==> config.mk <==
export PLATFORM = sky130hd
export DESIGN_NAME = utf8_label_validator
export DESIGN_NICKNAME = d
export VERILOG_FILES = /design/src/sv/utf8lv_pkg.sv /design/src/sv/utf8lv_decode.sv /design/src/sv/utf8_label_validator.sv
export SDC_FILE = /design/constraint.sdc
export NUM_CORES = 1
export LEC_CHECK = 0
export BUFFER_PORTS_ARGS = -buffer_cell sky130_fd_sc_hd__buf_2
export CORE_MARGIN = 2
export CORE_UTILIZATION = 66
export DETAILED_ROUTE_END_ITERATION = 7
export HOLD_SLACK_MARGIN = 0.15
export PLACE_DENSITY = 0.91
export SYNTH_ARGS = -nofsm -noshare
export SYNTH_HDL_FRONTEND = slang
export SYNTH_SLANG_ARGS = --single-unit
export TNS_END_PERCENT = 50
==> constraint.sdc <==
create_clock -name clk -period 7.2 [get_ports clk]
set_input_delay 1.08 -clock clk [delete_from_list [all_inputs] [get_ports clk]]
set_output_delay 1.08 -clock clk [all_outputs]
set_load 0.01 [all_outputs]
==> src/sv/utf8lv_pkg.sv <==
// ----------------------------------------------------------------------------
// utf8lv_pkg
// Types, constants and code point classifiers for the UTF-8 label validator.
// ----------------------------------------------------------------------------
package utf8lv_pkg;

    localparam int CP_W  = 21;
    localparam int MIN_W = 17;

    // Lead byte bounds
    localparam logic [7:0] LEAD2_LO = 8'hc2;
    localparam logic [7:0] LEAD2_HI = 8'hdf;
    localparam logic [7:0] LEAD3_LO = 8'he0;
    localparam logic [7:0] LEAD3_HI = 8'hef;
    localparam logic [7:0] LEAD4_LO = 8'hf0;
    localparam logic [7:0] LEAD4_HI = 8'hf4;

    // Smallest legal value for each sequence length
    localparam logic [MIN_W-1:0] MIN_LEN2 = 17'h00080;
    localparam logic [MIN_W-1:0] MIN_LEN3 = 17'h00800;
    localparam logic [MIN_W-1:0] MIN_LEN4 = 17'h10000;

    localparam logic [CP_W-1:0] CP_MAX      = 21'h10ffff;
    localparam logic [CP_W-1:0] SURR_LO     = 21'h00d800;
    localparam logic [CP_W-1:0] SURR_HI     = 21'h00dfff;

    typedef struct packed {
        logic [1:0]       pend;
        logic [CP_W-1:0]  acc;
        logic [MIN_W-1:0] min_cp;
        logic             have_first;
        logic             first_space;
        logic             last_space;
        logic             has_content;
        logic             err;
    } lbl_state_t;

    function automatic logic space_like(input logic [CP_W-1:0] c);
        return c == 21'h20 || c == 21'ha0 || (c >= 21'h2000 && c <= 21'h200a) ||
               c == 21'h2028 || c == 21'h2029 || c == 21'h202f ||
               c == 21'h205f || c == 21'h3000;
    endfunction

    function automatic logic forbidden(input logic [CP_W-1:0] c);
        return c < 21'h20 || (c >= 21'h7f && c <= 21'h9f) ||
               (c >= 21'h1f000 && c <= 21'h1ffff) ||
               (c >= 21'h2000 && c <= 21'h2fff) ||
               (c >= 21'hfe00 && c <= 21'hfeff) ||
               (c >= 21'he0000 && c <= 21'he0fff) ||
               (c >= 21'h202a && c <= 21'h202e) ||
               (c >= 21'h2066 && c <= 21'h2069);
    endfunction

endpackage

==> src/sv/utf8lv_decode.sv <==
// ----------------------------------------------------------------------------
// utf8lv_decode
// One-byte step of the label checker: decode, range checks, verdict.
// ----------------------------------------------------------------------------
module utf8lv_decode #(
    parameter int MAX_LABEL_BYTES = 63,
    parameter int CNT_W           = $clog2(MAX_LABEL_BYTES + 2)
) (
    input  utf8lv_pkg::lbl_state_t state_cur,
    input  logic [CNT_W-1:0]       count_cur,
    input  logic [7:0]             label_byte,
    input  logic                   has_byte,
    input  logic                   is_last,
    output utf8lv_pkg::lbl_state_t state_new,
    output logic [CNT_W-1:0]       count_new,
    output logic                   label_valid
);
    import utf8lv_pkg::*;

    localparam logic [CNT_W-1:0] MAX_CNT = CNT_W'(MAX_LABEL_BYTES);

    lbl_state_t       st;
    logic [CNT_W-1:0] cnt;
    logic [CP_W-1:0]  cp;
    logic [CP_W-1:0]  acc_shift;
    logic [MIN_W-1:0] cp_min;
    logic             cp_done;
    logic             cp_ok;
    logic             cp_space;

    assign acc_shift = {state_cur.acc[CP_W-7:0], label_byte[5:0]};

    always_comb
    begin
        st      = state_cur;
        cnt     = count_cur;
        cp      = '0;
        cp_min  = '0;
        cp_done = 1'b0;
        if (has_byte)
        begin
            if (count_cur <= MAX_CNT)
            begin
                cnt = count_cur + 1'b1;
            end
            if (cnt > MAX_CNT)
            begin
                st.err = 1'b1;
            end
            if (!st.err)
            begin
                if (state_cur.pend == 2'd0)
                begin
                    if (!label_byte[7])
                    begin
                        cp      = {13'd0, label_byte};
                        cp_done = 1'b1;
                    end
                    else if (label_byte >= LEAD2_LO && label_byte <= LEAD2_HI)
                    begin
                        st.acc    = {16'd0, label_byte[4:0]};
                        st.min_cp = MIN_LEN2;
                        st.pend   = 2'd1;
                    end
                    else if (label_byte >= LEAD3_LO && label_byte <= LEAD3_HI)
                    begin
                        st.acc    = {17'd0, label_byte[3:0]};
                        st.min_cp = MIN_LEN3;
                        st.pend   = 2'd2;
                    end
                    else if (label_byte >= LEAD4_LO && label_byte <= LEAD4_HI)
                    begin
                        st.acc    = {18'd0, label_byte[2:0]};
                        st.min_cp = MIN_LEN4;
                        st.pend   = 2'd3;
                    end
                    else
                    begin
                        st.err = 1'b1;
                    end
                end
                else if (label_byte[7:6] != 2'b10)
                begin
                    st.err = 1'b1;
                end
                else
                begin
                    st.acc  = acc_shift;
                    st.pend = state_cur.pend - 2'd1;
                    if (state_cur.pend == 2'd1)
                    begin
                        cp      = acc_shift;
                        cp_min  = state_cur.min_cp;
                        cp_done = 1'b1;
                    end
                end
            end
        end

        cp_ok    = ({4'd0, cp_min} <= cp) && (cp <= CP_MAX) &&
                   !(cp >= SURR_LO && cp <= SURR_HI) && !forbidden(cp);
        cp_space = space_like(cp);

        if (cp_done)
        begin
            if (!cp_ok)
            begin
                st.err = 1'b1;
            end
            else
            begin
                if (!st.have_first)
                begin
                    st.have_first  = 1'b1;
                    st.first_space = cp_space;
                end
                st.last_space = cp_space;
                if (!cp_space)
                begin
                    st.has_content = 1'b1;
                end
            end
        end

        if (cnt == '0 && !st.err)
        begin
            label_valid = 1'b1;
        end
        else
        begin
            label_valid = !st.err && st.pend == 2'd0 && st.has_content &&
                          st.have_first && !st.first_space && !st.last_space;
        end

        if (is_last)
        begin
            state_new = '0;
            count_new = '0;
        end
        else
        begin
            state_new = st;
            count_new = cnt;
        end
    end

endmodule

==> src/sv/utf8_label_validator.sv <==
// ----------------------------------------------------------------------------
// utf8_label_validator
// Streaming strict UTF-8 volume label checker, one byte per item.
// ----------------------------------------------------------------------------
// Takes one byte per cycle while s_tready is high: each item sits in an input
// register, is decoded against the running label state in a single step and
// the verdict of the item flagged tlast goes into the output register as
// that item leaves the input register. Items other than the last give no
// output item. An empty label is one item with tuser low and tlast high.
// s_tready falls only when the output register is full, unread, and the item
// waiting in the input register closes a label.
module utf8_label_validator #(
    parameter int MAX_LABEL_BYTES = 63
) (
    input  logic       clk,
    input  logic       rst_n,
    input  logic       s_tvalid,
    output logic       s_tready,
    input  logic [7:0] s_tdata,   // [7:0] label_byte
    input  logic       s_tuser,   // [0] has_byte
    input  logic       s_tlast,   // is_last
    output logic       m_tvalid,
    input  logic       m_tready,
    output logic [7:0] m_tdata    // [0] label_valid, [7:1] zero
);
    import utf8lv_pkg::*;

    localparam int CNT_W = $clog2(MAX_LABEL_BYTES + 2);
    localparam logic [CNT_W-1:0] CNT_SAT = CNT_W'(MAX_LABEL_BYTES + 1);

    logic             in_valid_reg;
    logic [7:0]       in_byte_reg;
    logic             in_has_reg;
    logic             in_last_reg;
    logic             out_valid_reg;
    logic             out_label_reg;
    lbl_state_t       state_reg;
    lbl_state_t       state_next;
    logic [CNT_W-1:0] count_reg;
    logic [CNT_W-1:0] count_next;
    logic             verdict;
    logic             advance;

    utf8lv_decode #(
        .MAX_LABEL_BYTES (MAX_LABEL_BYTES),
        .CNT_W           (CNT_W)
    ) u_decode (
        .state_cur   (state_reg),
        .count_cur   (count_reg),
        .label_byte  (in_byte_reg),
        .has_byte    (in_has_reg),
        .is_last     (in_last_reg),
        .state_new   (state_next),
        .count_new   (count_next),
        .label_valid (verdict)
    );

    assign advance  = in_valid_reg && (!in_last_reg || !out_valid_reg || m_tready);
    assign s_tready = !in_valid_reg || advance;
    assign m_tvalid = out_valid_reg;
    assign m_tdata  = {7'd0, out_label_reg};

    always_ff @(posedge clk or negedge rst_n)
    begin
        if (!rst_n)
        begin
            in_valid_reg  <= 1'b0;
            out_valid_reg <= 1'b0;
            state_reg     <= '0;
            count_reg     <= '0;
        end
        else
        begin
            if (s_tready)
            begin
                in_valid_reg <= s_tvalid;
            end
            if (advance)
            begin
                state_reg <= state_next;
                count_reg <= count_next;
            end
            if (advance && in_last_reg)
            begin
                out_valid_reg <= 1'b1;
            end
            else if (m_tready)
            begin
                out_valid_reg <= 1'b0;
            end
        end
    end

    always_ff @(posedge clk)
    begin
        if (s_tready && s_tvalid)
        begin
            in_byte_reg <= s_tdata;
            in_has_reg  <= s_tuser;
            in_last_reg <= s_tlast;
        end
        if (advance && in_last_reg)
        begin
            out_label_reg <= verdict;
        end
    end

`ifndef SYNTHESIS
    a_clear_after_last: assert property (@(posedge clk) disable iff (!rst_n)
        advance && in_last_reg |=> state_reg == '0 && count_reg == '0)
        else $error("label state not cleared after last item");

    a_count_saturates: assert property (@(posedge clk) disable iff (!rst_n)
        count_reg <= CNT_SAT)
        else $error("byte count beyond saturation");

    a_content_needs_first: assert property (@(posedge clk) disable iff (!rst_n)
        !state_reg.have_first |-> !state_reg.has_content && !state_reg.last_space)
        else $error("content recorded without a first character");

    a_pass_without_error: assert property (@(posedge clk) disable iff (!rst_n)
        advance && in_last_reg && verdict |-> !state_reg.err)
        else $error("label passed after an error");

    a_pass_reaches_output: assert property (@(posedge clk) disable iff (!rst_n)
        advance && in_last_reg |=> m_tvalid && m_tdata[0] == $past(verdict))
        else $error("verdict lost on the way to the output register");
`endif

endmodule

Yosys cells after proc, flatten, opt, wreduce, memory -nomap -nowiden
Index checks and enable logic that the tools add are counted.
Widths: inputs -> output; s select.
{"block": "totals", "reg_bits": 59, "latch_bits": 0, "mem_bits_rw": 0, "romBits": 0, "wordCells": 165, "mem_count": 0}
{"block": "op_classes", "addsub": 2, "multipliers": 0, "div_mod_pow": 0, "order_cmp": 28, "eq_ne": 13, "shift": 0, "mux": 48, "n_bitwise": 0, "n_reduce_logical": 59}
{"op": "$mux 40", "n": 6}
{"op": "$eq 21x14->1 const B", "n": 5}
{"op": "$mux 21", "n": 5}
{"op": "$mux 17", "n": 6}
{"op": "$le 21x14->1 const B", "n": 4}
{"op": "$ge 21x14->1 const B", "n": 3}
{"op": "$mux 23", "n": 2}
{"op": "$mux 45", "n": 1}
{"op": "$ge 21x16->1 const B", "n": 2}
{"op": "$le 21x16->1 const B", "n": 2}
{"op": "$mux 7", "n": 5}
{"op": "$ge 8x8->1 const B", "n": 3}
{"op": "$le 8x8->1 const B", "n": 3}
{"op": "$logic_and 1x1->1", "n": 24}
{"op": "$eq 21x6->1 const B", "n": 1}
{"op": "$eq 21x8->1 const B", "n": 1}
{"op": "$ge 21x17->1 const B", "n": 1}
{"op": "$ge 21x20->1 const B", "n": 1}
{"op": "$ge 21x7->1 const B", "n": 1}
{"op": "$le 17x21->1", "n": 1}
{"op": "$le 21x17->1 const B", "n": 1}
{"op": "$le 21x20->1 const B", "n": 1}
{"op": "$le 21x21->1 const B", "n": 1}
{"op": "$le 21x8->1 const B", "n": 1}
{"op": "other kinds (20)", "n": 69}

Depth between registers and ports, before layout
{"block": "logic_depth", "depth_word": 27, "depth_mapped": 17, "ltp_nobuf": 15}

Cells and area by module
From an unflattened synthesis, not the netlist that was laid out.
{"block": "hier_totals", "hier_cells": 691, "hier_area_um2": 5856.9}
{"mod": "utf8_label_validator", "n_inst": 1, "cells_per_inst": 326, "area_each_um2": 3628.5, "seq_area_each_um2": 1681.6}
{"mod": "utf8lv_decode", "n_inst": 1, "cells_per_inst": 365, "area_each_um2": 2228.4, "seq_area_each_um2": 0.0}

Least setup slack after synthesis
Ideal clock, no wire load.
{"block": "synth_path", "path_type": "register to register", "from": "register count_reg[0]", "to": "register state_reg[2] (netlist name)", "setup_time_ns": 0.087, "t_arrival_ns": 3.268, "path_slack_ns": 3.845, "path_stages_with_launch": 17, "path_buffers": 3, "period_less_slack_ns": 3.355, "path_cell_list": "dfrtp_1 ha_1 clkbuf_1 nand2_1 o21ai_2 clkbuf_1 nor2_1 clkbuf_1 nand2_1 ha_1 nand4_1 nor4_1 a211oi_1 o21ai_0 nand4_1 or2_2 o211ai_1"}
{"block": "synth_via", "elab_chain_len": 22, "word_cells_on_any_way": 71}
{"item": "start: declaration", "line_no": "utf8_label_validator.sv:39", "source": "logic [CNT_W-1:0] count_reg;"}
{"item": "start signal: assignment", "line_no": "utf8_label_validator.sv:81", "source": "count_reg <= count_next;"}
{"item": "$add 7x1->7 or $le 7x6->1 (tied branches)", "line_no": "utf8lv_decode.sv:44, utf8lv_decode.sv:42"}
{"item": "$mux 7 *", "line_no": "utf8lv_decode.sv:42", "source": "if (count_cur <= MAX_CNT)"}
{"item": "$mux 7 *", "line_no": "utf8lv_decode.sv:40", "source": "if (has_byte)"}
{"item": "$gt 7x6->1 *", "line_no": "utf8lv_decode.sv:46", "source": "if (cnt > MAX_CNT)"}
{"item": "$mux 1 *", "line_no": "utf8lv_decode.sv:46"}
{"item": "$mux 1 *", "line_no": "utf8lv_decode.sv:40"}
{"item": "$mux 21", "line_no": "utf8lv_decode.sv:50", "source": "if (!st.err)"}
{"item": "$mux 21", "line_no": "utf8lv_decode.sv:40"}
{"item": "[... 6 more ...]"}
{"item": "$logic_or 1x1->1", "line_no": "utf8lv_pkg.sv:48", "source": "(c >= 21'hfe00 && c <= 21'hfeff) ||"}
{"item": "$logic_or 1x1->1", "line_no": "utf8lv_pkg.sv:49", "source": "(c >= 21'he0000 && c <= 21'he0fff) ||"}
{"item": "$logic_or 1x1->1", "line_no": "utf8lv_pkg.sv:50", "source": "(c >= 21'h202a && c <= 21'h202e) ||"}
{"item": "$logic_not 1->1", "line_no": "utf8lv_decode.sv:101", "source": "!(cp >= SURR_LO && cp <= SURR_HI) && !forbidden(cp);"}
{"item": "$logic_and 1x1->1", "line_no": "utf8lv_decode.sv:101"}
{"item": "$mux 4", "line_no": "utf8lv_decode.sv:106", "source": "if (!cp_ok)"}
{"item": "$mux 5 *", "line_no": "utf8lv_decode.sv:104", "source": "if (cp_done)"}
{"item": "$mux 45 *", "line_no": "utf8lv_decode.sv:135", "source": "if (is_last)"}
{"item": "end signal: assignment", "line_no": "utf8_label_validator.sv:80", "source": "state_reg <= state_next;"}
{"item": "end: declaration", "line_no": "utf8_label_validator.sv:37", "source": "lbl_state_t state_reg;"}
Mark *: on every way between the ends. The rest lies on a longest branch, timed or not. The select of a mux whose other input is x is not followed.
A chain may end at the register's enable or synchronous reset.

Final worst setup path
{"block": "layout_path", "from": "register state_reg[43] (netlist name)", "to": "register state_reg[2] (netlist name)"}
{"block": "layout_via", "elab_chain_len": 20, "word_cells_on_any_way": 75}
{"item": "$eq 2x1->1", "line_no": "utf8lv_decode.sv:90", "source": "if (state_cur.pend == 2'd1)"}
{"item": "$mux 21", "line_no": "utf8lv_decode.sv:90"}
{"item": "$mux 21", "line_no": "utf8lv_decode.sv:82", "source": "else if (label_byte[7:6] != 2'b10)"}
{"item": "$mux 21", "line_no": "utf8lv_decode.sv:52", "source": "if (state_cur.pend == 2'd0)"}
{"item": "$mux 21", "line_no": "utf8lv_decode.sv:50"}
{"item": "$mux 21", "line_no": "utf8lv_decode.sv:40"}
{"item": "$ge 21x7->1 or $le 21x8->1 (tied branches)", "line_no": "utf8lv_pkg.sv:45", "source": "return c < 21'h20 || (c >= 21'h7f && c <= 21'h9f) ||"}
{"item": "$logic_and 1x1->1", "line_no": "utf8lv_pkg.sv:45"}
{"item": "[... 4 more ...]"}
{"item": "$logic_or 1x1->1", "line_no": "utf8lv_pkg.sv:48"}
{"item": "$logic_or 1x1->1", "line_no": "utf8lv_pkg.sv:49"}
{"item": "$logic_or 1x1->1", "line_no": "utf8lv_pkg.sv:50"}
{"item": "$logic_not 1->1", "line_no": "utf8lv_decode.sv:101"}
{"item": "$logic_and 1x1->1", "line_no": "utf8lv_decode.sv:101"}
{"item": "$mux 4", "line_no": "utf8lv_decode.sv:106"}
{"item": "$mux 5 *", "line_no": "utf8lv_decode.sv:104"}
{"item": "$mux 45 *", "line_no": "utf8lv_decode.sv:135"}
Mark *: on every way between the ends. The rest lies on a longest branch, timed or not.

==> results_tabular.tex <==
\begin{tabular}{lr}
\hline
Metric & Value \\
\hline
\multicolumn{2}{l}{\textbf{Routing}} \\
Number of antenna-violating nets in the routed design & 0 \\
Number of vias per cell & between 6 and 7 \\
Vias & 3411 \\
Number of DRC violations after detailed routing & 0 \\
Wire length per cell & between 15 and 20 um \\
Routed wire length & 9070 um \\
Detailed-routing iteration count for the pre-antenna-repair pass & 5 \\
Number of DRC violations after detailed-routing iteration 0 & 399 \\
\multicolumn{2}{l}{\textbf{CTS}} \\
Post-CTS setup buffers & 0 \\
Number of instances resized during post-cts repair & 0 \\
Root Buffer Master & sky130\_fd\_sc\_hd\_\_clkbuf\_8 \\
Hold buffer count at CTS & 0 \\
Maximum level of the CTS H-tree & 2 \\
Maximum clock path buffer count & 2 \\
Number of clock sinks & between 40 and 50 \\
Register clock-pin slew on the reported worst setup and hold paths & 0.08 ns \\
CTS tree & yes \\
Clk Latency, worst-skew pair & 0.30 ns \\
TritonCTS Buffers & 5 \\
\multicolumn{2}{l}{\textbf{Synth}} \\
Top cell type by total area after synthesis & sky130\_fd\_sc\_hd\_\_dfrtp\_1 \\
Number of cells produced by synthesis & $\sim$420 \\
Post-Synthesis Cell Area & about 3500 um\^{}2 \\
Post-synth EDFFs & 11 \\
Count of unique library cells instantiated by Yosys & 67 \\
Sequential cell area fraction in the yosys report & between 30 and 40\% \\
Async S/R FF share, synth & $\sim$76\% \\
Top cell type's share of synthesized area & 24.5\% \\
Cell types occupying the most area after synthesis & sky130\_fd\_sc\_hd\_\_dfrtp\_1 24\%, sky130\_fd\_sc\_hd\_\_edfxtp\_1 9.5\%, sky130\_fd\_sc\_hd\_\_ha\_1 7.2\% \\
Total of flip-flops plus latches after synthesis & 45 \\
Yosys warnings & 0 \\
Most used flip-flop cell after synthesis & sky130\_fd\_sc\_hd\_\_dfrtp\_1 \\
Post-Synthesis Mean Instance Area & a little over 8 um\^{}2 \\
\multicolumn{2}{l}{\textbf{Timing}} \\
Final critical-path share of the clock period & 57.7\% \\
Max frequency & 0.241 GHz \\
\# setup viols final & 0 \\
Worst clock skew & 0.00477 ns \\
Number of endpoints with negative hold slack in the final report & 0 \\
Setup repair after global routing missed its margin & false \\
Final Slew Violations & 0 \\
Worst Max-Slew Pin Slew & 0.798 ns \\
Min cycle time layout & 4.16 ns \\
Setup TNS & 0 ns \\
Worst slew margin relative to its limit & 46.8\% \\
\multicolumn{2}{l}{\textbf{Setup path}} \\
Type of element launching the critical path & register \\
Biggest fanout along the worst timing path & 12 \\
Classification of the worst setup path & register to register \\
Crit path DAT & around 4.4 ns \\
Worst setup EP type & register \\
Data required time at the worst endpoint & $\sim$7.4 ns \\
\multicolumn{2}{l}{\textbf{Final layout}} \\
Storage element area & 1180 um\^{}2 \\
Final layout net count & 467 \\
Number of filler cells placed in the layout & 417 \\
Layout cells sized above 1 & under 10\% \\
Post-Layout Cell Count & 504 \\
Flip-flop count of the largest register after layout & 25 \\
Synthesis-to-finish area growth & 4.72\% \\
Area of all placed cells without fillers & 3640 um\^{}2 \\
Final antenna diode count & 0 \\
Area occupied by multi-input gates & 2130 um\^{}2 \\
\multicolumn{2}{l}{\textbf{Worst hold path}} \\
Path type of the worst min-delay path & register to register \\
\multicolumn{2}{l}{\textbf{Pwr}} \\
Max rail drop VDD & 0.162 mV \\
Total chip power & 0.574 mW \\
Static Leak & 1.39 nW \\
Power density cells & approximately 160 nW/um\^{}2 \\
\multicolumn{2}{l}{\textbf{GRT}} \\
Number of global-route vias before repair & 3165 \\
Number of antenna violations at the first check in global routing & 0 \\
Total global routing track utilization & roughly a third \\
Pin count of the biggest net entering global routing & 35 \\
Met2 Use GR & approximately 54\% \\
GR met1 Demand/Resource & 42.6\% \\
Routing layer with the top usage in global route & met2 \\
GR Overflow Total & 0 \\
First-pass GRT wire length & around 15000 um \\
Global routing usage on met3 & 4.50\% \\
\multicolumn{2}{l}{\textbf{Die}} \\
Die width & 76.5 um \\
Number of I/O pins & 24 \\
Core outline area & 5110 um\^{}2 \\
Number of rows in the core area & 26 \\
Initial cell density of the core & 68.0\% \\
Die height & 76.5 um \\
Die footprint & just under 6000 um\^{}2 \\
\multicolumn{2}{l}{\textbf{Place}} \\
Number of port buffers & 16 \\
Placed cell areas & 3550 um\^{}2 \\
Placed wire-length estimate & 6680 um \\
Final GP Congestion & 1.08 \\
Number of cells in the design after placement & 496 \\
\multicolumn{2}{l}{\textbf{Flow run}} \\
MaxCap Viol Count & 0 \\
\multicolumn{2}{l}{\textbf{Status}} \\
Status & completed \\
\hline
\end{tabular}
[power breakdown]
group	switching (mW)	internal, mW
Combinational	0.0758	0.0425
Sequential	0.0241	0.275
Clock	0.0871	0.0691
[through the flow]
step / setup WS, ns / hold WS [ns] / util, %
final: 3.04 / 0.498 / 71.2
after global routing: 2.72 / 0.520 / 71.2
after CTS: 3.16 / 0.495 / 71.2
after detailed placement: 3.16 / 0.477 / 69.6
after global placement: 3.42 / 0.465 / 69.6
after floorplan: 3.85 / 0.435 / -
[cell usage after synthesis, types with 3 or more instances]
| master | instances |
|---|---|
| sky130_fd_sc_hd__a211oi_1 | 7 |
| sky130_fd_sc_hd__a21o_1 | 6 |
| sky130_fd_sc_hd__a21oi_1 | 14 |
| sky130_fd_sc_hd__a311oi_1 | 3 |
| sky130_fd_sc_hd__a31oi_1 | 4 |
| sky130_fd_sc_hd__and2_1 | 7 |
| sky130_fd_sc_hd__and3_1 | 6 |
| sky130_fd_sc_hd__buf_4 | 8 |
| sky130_fd_sc_hd__buf_6 | 3 |
| sky130_fd_sc_hd__clkbuf_1 | 15 |
| sky130_fd_sc_hd__clkbuf_2 | 3 |
| sky130_fd_sc_hd__dfrtp_1 | 34 |
| sky130_fd_sc_hd__edfxtp_1 | 11 |
| sky130_fd_sc_hd__ha_1 | 20 |
| sky130_fd_sc_hd__inv_1 | 19 |
| sky130_fd_sc_hd__nand2_1 | 47 |
| sky130_fd_sc_hd__nand2b_1 | 4 |
| sky130_fd_sc_hd__nand3_1 | 32 |
| sky130_fd_sc_hd__nand4_1 | 10 |
| sky130_fd_sc_hd__nor2_1 | 29 |
| sky130_fd_sc_hd__nor2b_1 | 3 |
| sky130_fd_sc_hd__nor3_1 | 14 |
| sky130_fd_sc_hd__nor4_1 | 12 |
| sky130_fd_sc_hd__o211ai_1 | 4 |
| sky130_fd_sc_hd__o21a_1 | 4 |
| sky130_fd_sc_hd__o21ai_0 | 41 |
| sky130_fd_sc_hd__o31ai_1 | 4 |
| sky130_fd_sc_hd__or3_1 | 3 |
[cell usage in the layout (no fill, tap or decap), types with 5 or more instances in the layout]
master                     count
sky130_fd_sc_hd__nor4_1       12
sky130_fd_sc_hd__inv_1        19
sky130_fd_sc_hd__a21oi_1      14
sky130_fd_sc_hd__nand4_1      10
sky130_fd_sc_hd__nand3_1      32
sky130_fd_sc_hd__edfxtp_1     11
sky130_fd_sc_hd__dfrtp_1      34
sky130_fd_sc_hd__buf_2        16
sky130_fd_sc_hd__and3_1        6
sky130_fd_sc_hd__clkbuf_8      5
sky130_fd_sc_hd__a21o_1        6
sky130_fd_sc_hd__o21ai_0      41
sky130_fd_sc_hd__nor2_1       29
sky130_fd_sc_hd__conb_1       21
sky130_fd_sc_hd__nor3_1       14
sky130_fd_sc_hd__and2_1        7
sky130_fd_sc_hd__nand2_1      47
sky130_fd_sc_hd__ha_1         20
sky130_fd_sc_hd__a211oi_1      7
[critical path, stage by stage (launching register included)]
cell and delay (ns):
sky130_fd_sc_hd__dfrtp_1 0.43, sky130_fd_sc_hd__inv_1 0.10, sky130_fd_sc_hd__ha_1 0.36, sky130_fd_sc_hd__nor3b_4 0.36
sky130_fd_sc_hd__nand2_4 0.13, sky130_fd_sc_hd__nor2_1 0.55, sky130_fd_sc_hd__nand2_1 0.13, sky130_fd_sc_hd__ha_1 0.33
sky130_fd_sc_hd__nand4_1 0.15, sky130_fd_sc_hd__nor4_1 0.35, sky130_fd_sc_hd__a211oi_1 0.09, sky130_fd_sc_hd__o21ai_0 0.11
sky130_fd_sc_hd__nand4_1 0.37, sky130_fd_sc_hd__or2_2 0.42, sky130_fd_sc_hd__o211ai_1 0.19
[layout make-up]
class                           count  share of cell area [%]
Sequential cell                    45                    32.5
Clock inverter                      1                   0.172
Clock buffer                        7                    2.10
Multi-Input combinational cell    345                    58.5
Timing Repair Buffer               17                    2.41
Inverter                           19                    1.96
Tap cell                           70                    2.41
[cell families (layout without fill, tap and decap cells)]
| logic type | count (synthesis) | after routing | share of synthesized area [%] |
|---|---|---|---|
| compound gates | 117 | 117 | 23.1 |
| xor+xnor | 2 | 2 | 0.504 |
| fa+ha+maj | 20 | 20 | 7.20 |
| buf+inv | 48 | 44 | 6.81 |
| flops | 45 | 45 | 34.0 |
| mux | 1 | 1 | 0.324 |
| other cells | 2 | 21 | 0.216 |
| simple gates | 184 | 184 | 27.8 |
[layer usage]
metal	vias to the layer above	wire length [um]
met5	-	0
met3	38	791
met2	217	4350
met1	1584	3610
met4	0	319
li1	1572	-
[path summary, 6_finish.rpt]
kind | from | endpoint | slack, ns | cells after the start
max | state_reg[43] | state_reg[2] | 3.04 | 14
min | state_reg[1] | state_reg[1] | 0.50 | 1
max reg2reg | state_reg[43] | state_reg[2] | 3.04 | 14
min reg2reg | state_reg[1] | state_reg[1] | 0.50 | 1
max in group asynchronous | rst_n | state_reg[27] | 5.84 | 1
min in group asynchronous | rst_n | state_reg[21] | 0.86 | 1
Power figures use the tool's default switching activity.
